### src/design/oag_pkg.sv
package oag_pkg;

	localparam logic [3:0] MODE_IMP = 4'd0;
	localparam logic [3:0] MODE_IMM = 4'd1;
	localparam logic [3:0] MODE_REL = 4'd2;
	localparam logic [3:0] MODE_ABS = 4'd3;
	localparam logic [3:0] MODE_ABX = 4'd4;
	localparam logic [3:0] MODE_ABY = 4'd5;
	localparam logic [3:0] MODE_IND = 4'd6;
	localparam logic [3:0] MODE_INX = 4'd7;
	localparam logic [3:0] MODE_INY = 4'd8;
	localparam logic [3:0] MODE_ZPG = 4'd9;
	localparam logic [3:0] MODE_ZPX = 4'd10;
	localparam logic [3:0] MODE_ZPY = 4'd11;
	localparam logic [3:0] OPC_READ = 4'd12;

	localparam logic [1:0] STEP_FIRST  = 2'd0;
	localparam logic [1:0] STEP_SECOND = 2'd1;
	localparam logic [1:0] STEP_THIRD  = 2'd2;

	localparam logic RES_READ = 1'b0;
	localparam logic RES_DONE = 1'b1;

	localparam logic [7:0] ZPH_RESET = 8'h20;

	typedef struct packed {
		logic [3:0]  opcode;
		logic [15:0] pc_value;
		logic [7:0]  x_value;
		logic [7:0]  y_value;
		logic [7:0]  read_data;
	} item_t;

	typedef struct packed {
		logic        result_kind;
		logic [15:0] address;
		logic [15:0] next_pc;
	} result_t;

	typedef struct packed {
		logic        busy;
		logic [3:0]  mode_held;
		logic [1:0]  step_count;
		logic [15:0] pc_held;
		logic [7:0]  x_held;
		logic [7:0]  y_held;
		logic [7:0]  pointer_byte;
		logic [7:0]  address_low;
	} state_t;

endpackage

### src/design/oag_in_if.sv
interface oag_in_if;
	logic        valid;
	logic        ready;
	logic [3:0]  opcode;
	logic [15:0] pc_value;
	logic [7:0]  x_value;
	logic [7:0]  y_value;
	logic [7:0]  read_data;

	modport source (output valid, opcode, pc_value, x_value, y_value, read_data, input ready);
	modport sink   (input valid, opcode, pc_value, x_value, y_value, read_data, output ready);
endinterface

### src/design/oag_out_if.sv
interface oag_out_if;
	logic        valid;
	logic        ready;
	logic        result_kind;
	logic [15:0] address;
	logic [15:0] next_pc;

	modport source (output valid, result_kind, address, next_pc, input ready);
	modport sink   (input valid, result_kind, address, next_pc, output ready);
endinterface

### src/design/oag_cfg_if.sv
interface oag_cfg_if;
	logic       valid;
	logic       ready;
	logic [7:0] zero_page_high;

	modport source (output valid, zero_page_high, input ready);
	modport sink   (input valid, zero_page_high, output ready);
endinterface

### src/design/oag_step.sv
module oag_step (
	input  oag_pkg::item_t   item,
	input  oag_pkg::state_t  state,
	input  logic [7:0]       zph,
	output oag_pkg::state_t  state_nxt,
	output oag_pkg::result_t res
);

	logic [3:0]  op;
	logic [7:0]  d;
	logic [15:0] p;
	logic [7:0]  idx;
	logic [7:0]  ptr;
	logic [15:0] merged;

	assign op     = item.opcode;
	assign d      = item.read_data;
	assign p      = state.pc_held;
	assign merged = {d, state.address_low};
	assign ptr    = (state.mode_held == oag_pkg::MODE_INX) ? d + state.x_held : d;

	always_comb begin
		idx = 8'd0;
		if (state.mode_held inside {oag_pkg::MODE_ABX, oag_pkg::MODE_ZPX})
			idx = state.x_held;
		else if (state.mode_held inside {oag_pkg::MODE_ABY, oag_pkg::MODE_ZPY,
			oag_pkg::MODE_INY})
			idx = state.y_held;
	end

	always_comb begin
		state_nxt = state;
		res = '{result_kind: oag_pkg::RES_DONE, address: p, next_pc: p};
		if (op <= oag_pkg::MODE_ZPY) begin
			state_nxt.busy       = 1'b0;
			state_nxt.mode_held  = op;
			state_nxt.step_count = oag_pkg::STEP_FIRST;
			state_nxt.pc_held    = item.pc_value;
			state_nxt.x_held     = item.x_value;
			state_nxt.y_held     = item.y_value;
			res.address          = item.pc_value;
			case (op)
				oag_pkg::MODE_IMP: begin
					res.next_pc = item.pc_value;
				end
				oag_pkg::MODE_IMM, oag_pkg::MODE_REL: begin
					res.next_pc = item.pc_value + 16'd1;
				end
				default: begin
					state_nxt.busy  = 1'b1;
					res.result_kind = oag_pkg::RES_READ;
					res.next_pc     = 16'd0;
				end
			endcase
		end else if (state.busy) begin
			case (state.mode_held)
				oag_pkg::MODE_ABS, oag_pkg::MODE_ABX, oag_pkg::MODE_ABY: begin
					if (state.step_count == oag_pkg::STEP_FIRST) begin
						state_nxt.address_low = d;
						state_nxt.step_count  = oag_pkg::STEP_SECOND;
						res = '{result_kind: oag_pkg::RES_READ, address: p + 16'd1,
							next_pc: 16'd0};
					end else begin
						state_nxt.busy       = 1'b0;
						state_nxt.step_count = oag_pkg::STEP_FIRST;
						res = '{result_kind: oag_pkg::RES_DONE,
							address: merged + {8'd0, idx}, next_pc: p + 16'd2};
					end
				end
				oag_pkg::MODE_IND, oag_pkg::MODE_INX, oag_pkg::MODE_INY: begin
					if (state.step_count == oag_pkg::STEP_FIRST) begin
						state_nxt.pointer_byte = ptr;
						state_nxt.step_count   = oag_pkg::STEP_SECOND;
						res = '{result_kind: oag_pkg::RES_READ, address: {zph, ptr},
							next_pc: 16'd0};
					end else if (state.step_count == oag_pkg::STEP_SECOND) begin
						state_nxt.address_low = d;
						state_nxt.step_count  = oag_pkg::STEP_THIRD;
						res = '{result_kind: oag_pkg::RES_READ,
							address: {zph, state.pointer_byte + 8'd1}, next_pc: 16'd0};
					end else begin
						state_nxt.busy       = 1'b0;
						state_nxt.step_count = oag_pkg::STEP_FIRST;
						res = '{result_kind: oag_pkg::RES_DONE,
							address: merged + {8'd0, idx}, next_pc: p + 16'd1};
					end
				end
				default: begin
					state_nxt.busy       = 1'b0;
					state_nxt.step_count = oag_pkg::STEP_FIRST;
					res = '{result_kind: oag_pkg::RES_DONE, address: {zph, d + idx},
						next_pc: p + 16'd1};
				end
			endcase
		end
	end

endmodule

### src/design/cpu_operand_address_generator_unit.sv
// An accepted operand is registered at the input, then its result at the output.
// Throughput: one transaction per cycle when results do not stall; the sequencer
// state register closes its loop through one short add/merge stage between input
// and result registers. Reset (arst_n low, asynchronous): sequencer idle, all
// held values zero, zero page high byte 0x20, both pipeline registers empty.
module cpu_operand_address_generator_unit (
	input logic      clk,
	input logic      arst_n,
	oag_in_if.sink   operand,
	oag_out_if.source result,
	oag_cfg_if.sink  cfg
);

	logic              valid_s1;
	oag_pkg::item_t    item_s1;
	logic              valid_s2;
	oag_pkg::result_t  res_s2;
	oag_pkg::state_t   state_q;
	oag_pkg::state_t   state_nxt;
	oag_pkg::result_t  res_nxt;
	logic [7:0]        zph_q;
	logic              advance;

	assign advance       = valid_s1 && (!valid_s2 || result.ready);
	assign operand.ready = !valid_s1 || advance;
	assign cfg.ready     = 1'b1;

	assign result.valid       = valid_s2;
	assign result.result_kind = res_s2.result_kind;
	assign result.address     = res_s2.address;
	assign result.next_pc     = res_s2.next_pc;

	oag_step u_step (
		.item      (item_s1),
		.state     (state_q),
		.zph       (zph_q),
		.state_nxt (state_nxt),
		.res       (res_nxt)
	);

	always_ff @(posedge clk or negedge arst_n) begin
		if (!arst_n) begin
			valid_s1 <= 1'b0;
			valid_s2 <= 1'b0;
			state_q  <= '0;
			zph_q    <= oag_pkg::ZPH_RESET;
		end else begin
			if (cfg.valid && cfg.ready)
				zph_q <= cfg.zero_page_high;
			if (operand.valid && operand.ready)
				valid_s1 <= 1'b1;
			else if (advance)
				valid_s1 <= 1'b0;
			if (advance) begin
				state_q  <= state_nxt;
				valid_s2 <= 1'b1;
			end else if (result.ready) begin
				valid_s2 <= 1'b0;
			end
		end
	end

	always_ff @(posedge clk) begin
		if (operand.valid && operand.ready)
			item_s1 <= '{opcode: operand.opcode, pc_value: operand.pc_value,
				x_value: operand.x_value, y_value: operand.y_value,
				read_data: operand.read_data};
		if (advance)
			res_s2 <= res_nxt;
	end

	a_step_needs_busy: assert property (@(posedge clk) disable iff (!arst_n)
		state_q.step_count != oag_pkg::STEP_FIRST |-> state_q.busy)
		else $error("step count set while sequencer idle");

	a_third_step_indirect: assert property (@(posedge clk) disable iff (!arst_n)
		state_q.step_count == oag_pkg::STEP_THIRD |->
		(state_q.mode_held == oag_pkg::MODE_IND || state_q.mode_held == oag_pkg::MODE_INX ||
		state_q.mode_held == oag_pkg::MODE_INY))
		else $error("third step outside indirect modes");

	a_step_range: assert property (@(posedge clk) disable iff (!arst_n)
		state_q.step_count != 2'd3)
		else $error("step count out of range");

	a_read_no_pc: assert property (@(posedge clk) disable iff (!arst_n)
		valid_s2 && res_s2.result_kind == oag_pkg::RES_READ |-> res_s2.next_pc == 16'd0)
		else $error("read request carries a program counter");

	a_ready_when_empty: assert property (@(posedge clk) disable iff (!arst_n)
		!valid_s2 |-> operand.ready)
		else $error("input stalled with empty result register");

endmodule
### src/flat_wrapper.sv
// flat-port wrapper written by rule: the top's interface ports become plain ports
module cpu_operand_address_generator_unit_flat 
  (clk, arst_n, operand_valid, operand_opcode, operand_pc_value, operand_x_value, operand_y_value, operand_read_data, operand_ready, result_valid, result_result_kind, result_address, result_next_pc, result_ready, cfg_valid, cfg_zero_page_high, cfg_ready);
  oag_in_if operand_i ();
  oag_out_if result_i ();
  oag_cfg_if cfg_i ();
  input logic clk;
  input logic arst_n;
  input wire logic [$bits(operand_i.valid)-1:0] operand_valid;
  input wire logic [$bits(operand_i.opcode)-1:0] operand_opcode;
  input wire logic [$bits(operand_i.pc_value)-1:0] operand_pc_value;
  input wire logic [$bits(operand_i.x_value)-1:0] operand_x_value;
  input wire logic [$bits(operand_i.y_value)-1:0] operand_y_value;
  input wire logic [$bits(operand_i.read_data)-1:0] operand_read_data;
  output wire logic [$bits(operand_i.ready)-1:0] operand_ready;
  output wire logic [$bits(result_i.valid)-1:0] result_valid;
  output wire logic [$bits(result_i.result_kind)-1:0] result_result_kind;
  output wire logic [$bits(result_i.address)-1:0] result_address;
  output wire logic [$bits(result_i.next_pc)-1:0] result_next_pc;
  input wire logic [$bits(result_i.ready)-1:0] result_ready;
  input wire logic [$bits(cfg_i.valid)-1:0] cfg_valid;
  input wire logic [$bits(cfg_i.zero_page_high)-1:0] cfg_zero_page_high;
  output wire logic [$bits(cfg_i.ready)-1:0] cfg_ready;
  assign operand_i.valid = operand_valid;
  assign operand_i.opcode = operand_opcode;
  assign operand_i.pc_value = operand_pc_value;
  assign operand_i.x_value = operand_x_value;
  assign operand_i.y_value = operand_y_value;
  assign operand_i.read_data = operand_read_data;
  assign operand_ready = operand_i.ready;
  assign result_valid = result_i.valid;
  assign result_result_kind = result_i.result_kind;
  assign result_address = result_i.address;
  assign result_next_pc = result_i.next_pc;
  assign result_i.ready = result_ready;
  assign cfg_i.valid = cfg_valid;
  assign cfg_i.zero_page_high = cfg_zero_page_high;
  assign cfg_ready = cfg_i.ready;
  cpu_operand_address_generator_unit u_core (.clk(clk), .arst_n(arst_n), .operand(operand_i), .result(result_i), .cfg(cfg_i));
endmodule
### config.mk
export PLATFORM = sky130hd
export DESIGN_NAME = cpu_operand_address_generator_unit_flat
export DESIGN_NICKNAME = d
export VERILOG_FILES = /design/src/design/oag_pkg.sv /design/src/design/oag_in_if.sv /design/src/design/oag_out_if.sv /design/src/design/oag_cfg_if.sv /design/src/design/oag_step.sv /design/src/design/cpu_operand_address_generator_unit.sv /design/src/flat_wrapper.sv
export SDC_FILE = /design/constraint.sdc
export NUM_CORES = 1
export LEC_CHECK = 0
export ABC_AREA = 0
export BUFFER_PORTS_ARGS = -buffer_cell sky130_fd_sc_hd__buf_2
export CAP_MARGIN = 20
export CORE_MARGIN = 8
export CORE_UTILIZATION = 33
export CTS_BUF_LIST = sky130_fd_sc_hd__clkbuf_16
export DETAILED_ROUTE_END_ITERATION = 12
export PLACE_DENSITY = 0.5
export SETUP_SLACK_MARGIN = 0.15
export SLEW_MARGIN = 20
export SYNTH_ARGS = -nofsm -noshare
export SYNTH_HDL_FRONTEND = slang
export SYNTH_SLANG_ARGS = --single-unit
### constraint.sdc
create_clock -name clk -period 6.4 [get_ports clk]
set_input_delay 0.32 -clock clk [delete_from_list [all_inputs] [get_ports clk]]
set_output_delay 0.32 -clock clk [all_outputs]
set_load 0.005 [all_outputs]
==> impl_metrics.toml <==
[status]
outcome = "complete, no violations"

[synth]
ys.flop_type = "edfxtp_1"
syn_area_mm2 = 0.00870
synth-edff-count = 77
yosysWarnings = 0
async_flop_share_pct = 45.8
synth_fp_nets = 953
ys_seq_area_share_pct = 45.3
syn_area_per_cell_um2 = 10.1
netlist_instances = 864
ys_ff_latch = 142
synth_cell_types = 77

[floorplan]
start_util_pct = 33.5
ios = 93
die_w_um = 178
die_h_um = 178
die-area_mm2 = 0.0318
rows = 59
core_mm2 = 0.0260

[power_and_ir_drop]
p_leak_nw = 4.08
peakVddDrop_uv = 151
powerDensity_mw_per_mm2 = 342

[placement]
place.gp.congestion = 0.896
placed_cell_area_mm2 = 0.00943
dp.final_hpwl_mm = 20.0
io_buffers = 91

[hold_path]
hp-class = "in -> reg"

[sta]
drv_slew = 0
max_slew_margin_pct = 38.1
finalCriticalPeriod_ns = 3.93
fmax_mhz = 255
rsz0062_at_grt = "no"
final_hold_viol_count = 0
setup_violations = 0
worst_pin_slew_ns = 0.928
post-route-period-util_pct = 61.3
fin_worst_skew_ns = 0.0148
finalSetupTns_ns = 0

[detailed_routing]
drtIter0Drc = 656
drc = 0
ant_nets = 0
wl_per_cell_um = 21.1
drt-total-wl_mm = 27.1
num_vias = 7255
dr.pass1.iters = 5
via_per_inst = 5.67

[run]
timing.max_cap.violations = 0

[clock_network]
postCtsSetupBuffers = 0
cts_resized = 0
clock_latency_ns = 0.44
clock_path_buffers = 2
root_buffer = "clkbuf_16"
hold_buffers = 0
clk_pin_slew_worst_paths_ns = 0.07
cts_tree = "done"
cts_inserted_buffers = 17
cts_sinks = 142
htreeDepth = 4

[setup_path]
critPathKind = "reg -> reg"
arrival_ns = 4.19
cp-end-kind = "flop"
path_max_fanout = 16
r2r_slack_ns = 2.47
start_kind = "flop"
required_ns = 6.66

[global_routing]
grt_pass1_wl_mm = 41.5
antenna_found_initial = 1
grt_pass1_vias = 6904
globalRoute.totalOverflow = 0
track_usage_pct = 17.1
grt_max_degree = 66

[layout]
antennaDiodeCount = 0
layout-drive-gt1-share_pct = 21.2
finalInstanceArea_mm2 = 0.0101
nNetsFinal = 1021
syn2layout_area_growth_pct = 15.6
placed cells by master (no fill, tap or decap), types with 6 or more instances in the layout:
master and instances:
a22o_1 10, nor2_1 60, a211oi_1 6, o21ai_0 66, inv_1 19, nand4_1 9
mux2_2 52, and3_1 15, a32oi_1 6, o211ai_1 6, o221ai_1 8, clkbuf_16 18
a21oi_1 58, dfrtp_1 64, a21o_1 11, xor2_1 28, and2_1 6, buf_2 91
edfxtp_1 77, nand2b_1 9, nand2_1 81, ha_1 29, a221oi_1 11, nor3_1 17
a31oi_1 15, a22oi_1 11, mux2i_1 9, buf_4 10, nand3_1 24, xnor2_1 21
synthesized netlist by cell type, drive strengths merged, types with 3 or more instances:
master  number  share of area [%]
and3        15                1.1
a21oi       58                3.3
edfxtp      77                 27
a32oi        6               0.60
a221o        3               0.35
dfrtp       64                 18
buf         11               0.71
nand2       81                3.5
fa           3               0.69
and2         7               0.50
a31oi       15                1.1
o22a         4               0.40
xnor2       21                2.1
nand4b       3               0.30
o32ai        4               0.40
o21a         5               0.43
nand3       24                1.4
mux2        52                6.7
xor2        28                2.8
inv         19               0.82
nand2b       9               0.65
a21o        11               0.95
o211a        3               0.35
a22o        10                1.0
o21bai       3               0.30
nor2        60                2.6
a22oi       11               0.95
nand4        9               0.65
ha          29                4.2
nor2b        3               0.22
o221ai       8               0.81
clkbuf      41                1.8
mux2i        9                1.0
o31ai        5               0.49
nor4         3               0.29
nor4b        3               0.47
o21ai       67                3.9
a221oi      11                1.1
o211ai       6               0.52
a211oi       7               0.66
nor3        18                1.2
o22ai        5               0.36
and4         5               0.50
kinds of logic (layout without fill, tap and decap cells):
kind of cell	Yosys count	after routing	synth area share, %
buffers and inverters	71	152	3.31
AO/OA/AOI/OAI	257	257	19.5
other	1	1	0.0431
multiplexers	61	61	7.77
adder cells (fa/ha/maj)	32	32	4.86
XOR/XNOR	49	49	4.94
AND/OR/NAND/NOR	251	251	14.3
flip-flops	142	142	45.3
metrics by stage:
step | instances | hold slack (ns) | setup WS [ns] | total power, mW | util [%]
2_1_floorplan | 864 | 0.0244 | 3.17 | 2.03 | -
3_3_place_gp | 1248 | 0.459 | 2.66 | 2.37 | 36.3
3_5_place_dp | 1248 | 0.464 | 2.55 | 2.38 | 36.3
4_1_cts | 1280 | 0.0344 | 2.50 | 3.45 | 38.7
5_1_grt | 1280 | 0.0278 | 2.26 | 3.63 | 38.7
6_report | 1280 | 0.0465 | 2.47 | 3.44 | 38.7
where the power goes:
part	switching [mW]	internal, mW
clock network	0.449	0.613
registers	0.212	1.13
logic	0.597	0.434
worst paths after layout:
kind	from	cells after the start	end
worst max-delay path	u_core.state_q[53]$_DFFE_PN0P_	12	u_core.result.address[6]$_DFFE_PP_
worst min-delay path	operand_x_value[3]	1	u_core.item_s1[19]$_DFFE_PP_
worst max register to register	u_core.state_q[53]$_DFFE_PN0P_	12	u_core.result.address[6]$_DFFE_PP_
worst min register to register	u_core.item_s1[10]$_DFFE_PP_	1	u_core.state_q[18]$_DFFE_PN0P_
max in group asynchronous	arst_n	2	u_core.zph_q[6]$_DFFE_PN0P_
min in group asynchronous	arst_n	2	u_core.state_q[28]$_DFFE_PN0P_
critical path, stage by stage, from the launching register on:
cell	delay, ns
dfrtp_1	0.64
nor2b_1	0.23
a311o_2	0.53
a22o_1	0.28
ha_1	0.20
inv_1	0.08
fa_1	0.20
inv_1	0.05
a21o_1	0.18
a221oi_1	0.54
xor2_1	0.19
a221o_1	0.40
a32oi_1	0.23
cell type report:
class,instances,area [um^2]
well taps,335,419
multi-input cells,651,4470
clock buffers,18,450
clock inverters,14,169
fillers,2595,15900
repair buffers,101,531
inverters,19,71.3
flip-flops and latches,142,3940
routing by layer:
layer  global-route usage [%]  wire, um
met2                     24.0     11500
met3                     2.94      1820
met4                     6.06       495
met5                        0        13
met1                     25.6     13200
sequential cells by signal, summed over array words and instances (netlist names):
| register | count |
|---|---|
| u_core.item_s1 | 44 |
| u_core.result.address | 16 |
| u_core.result.next_pc | 16 |
| u_core.result.result_kind | 1 |
| u_core.result.valid | 1 |
| u_core.state_q | 55 |
| u_core.valid_s1 | 1 |
| u_core.zph_q | 8 |
No activity file was read; power rests on OpenSTA's default activity.
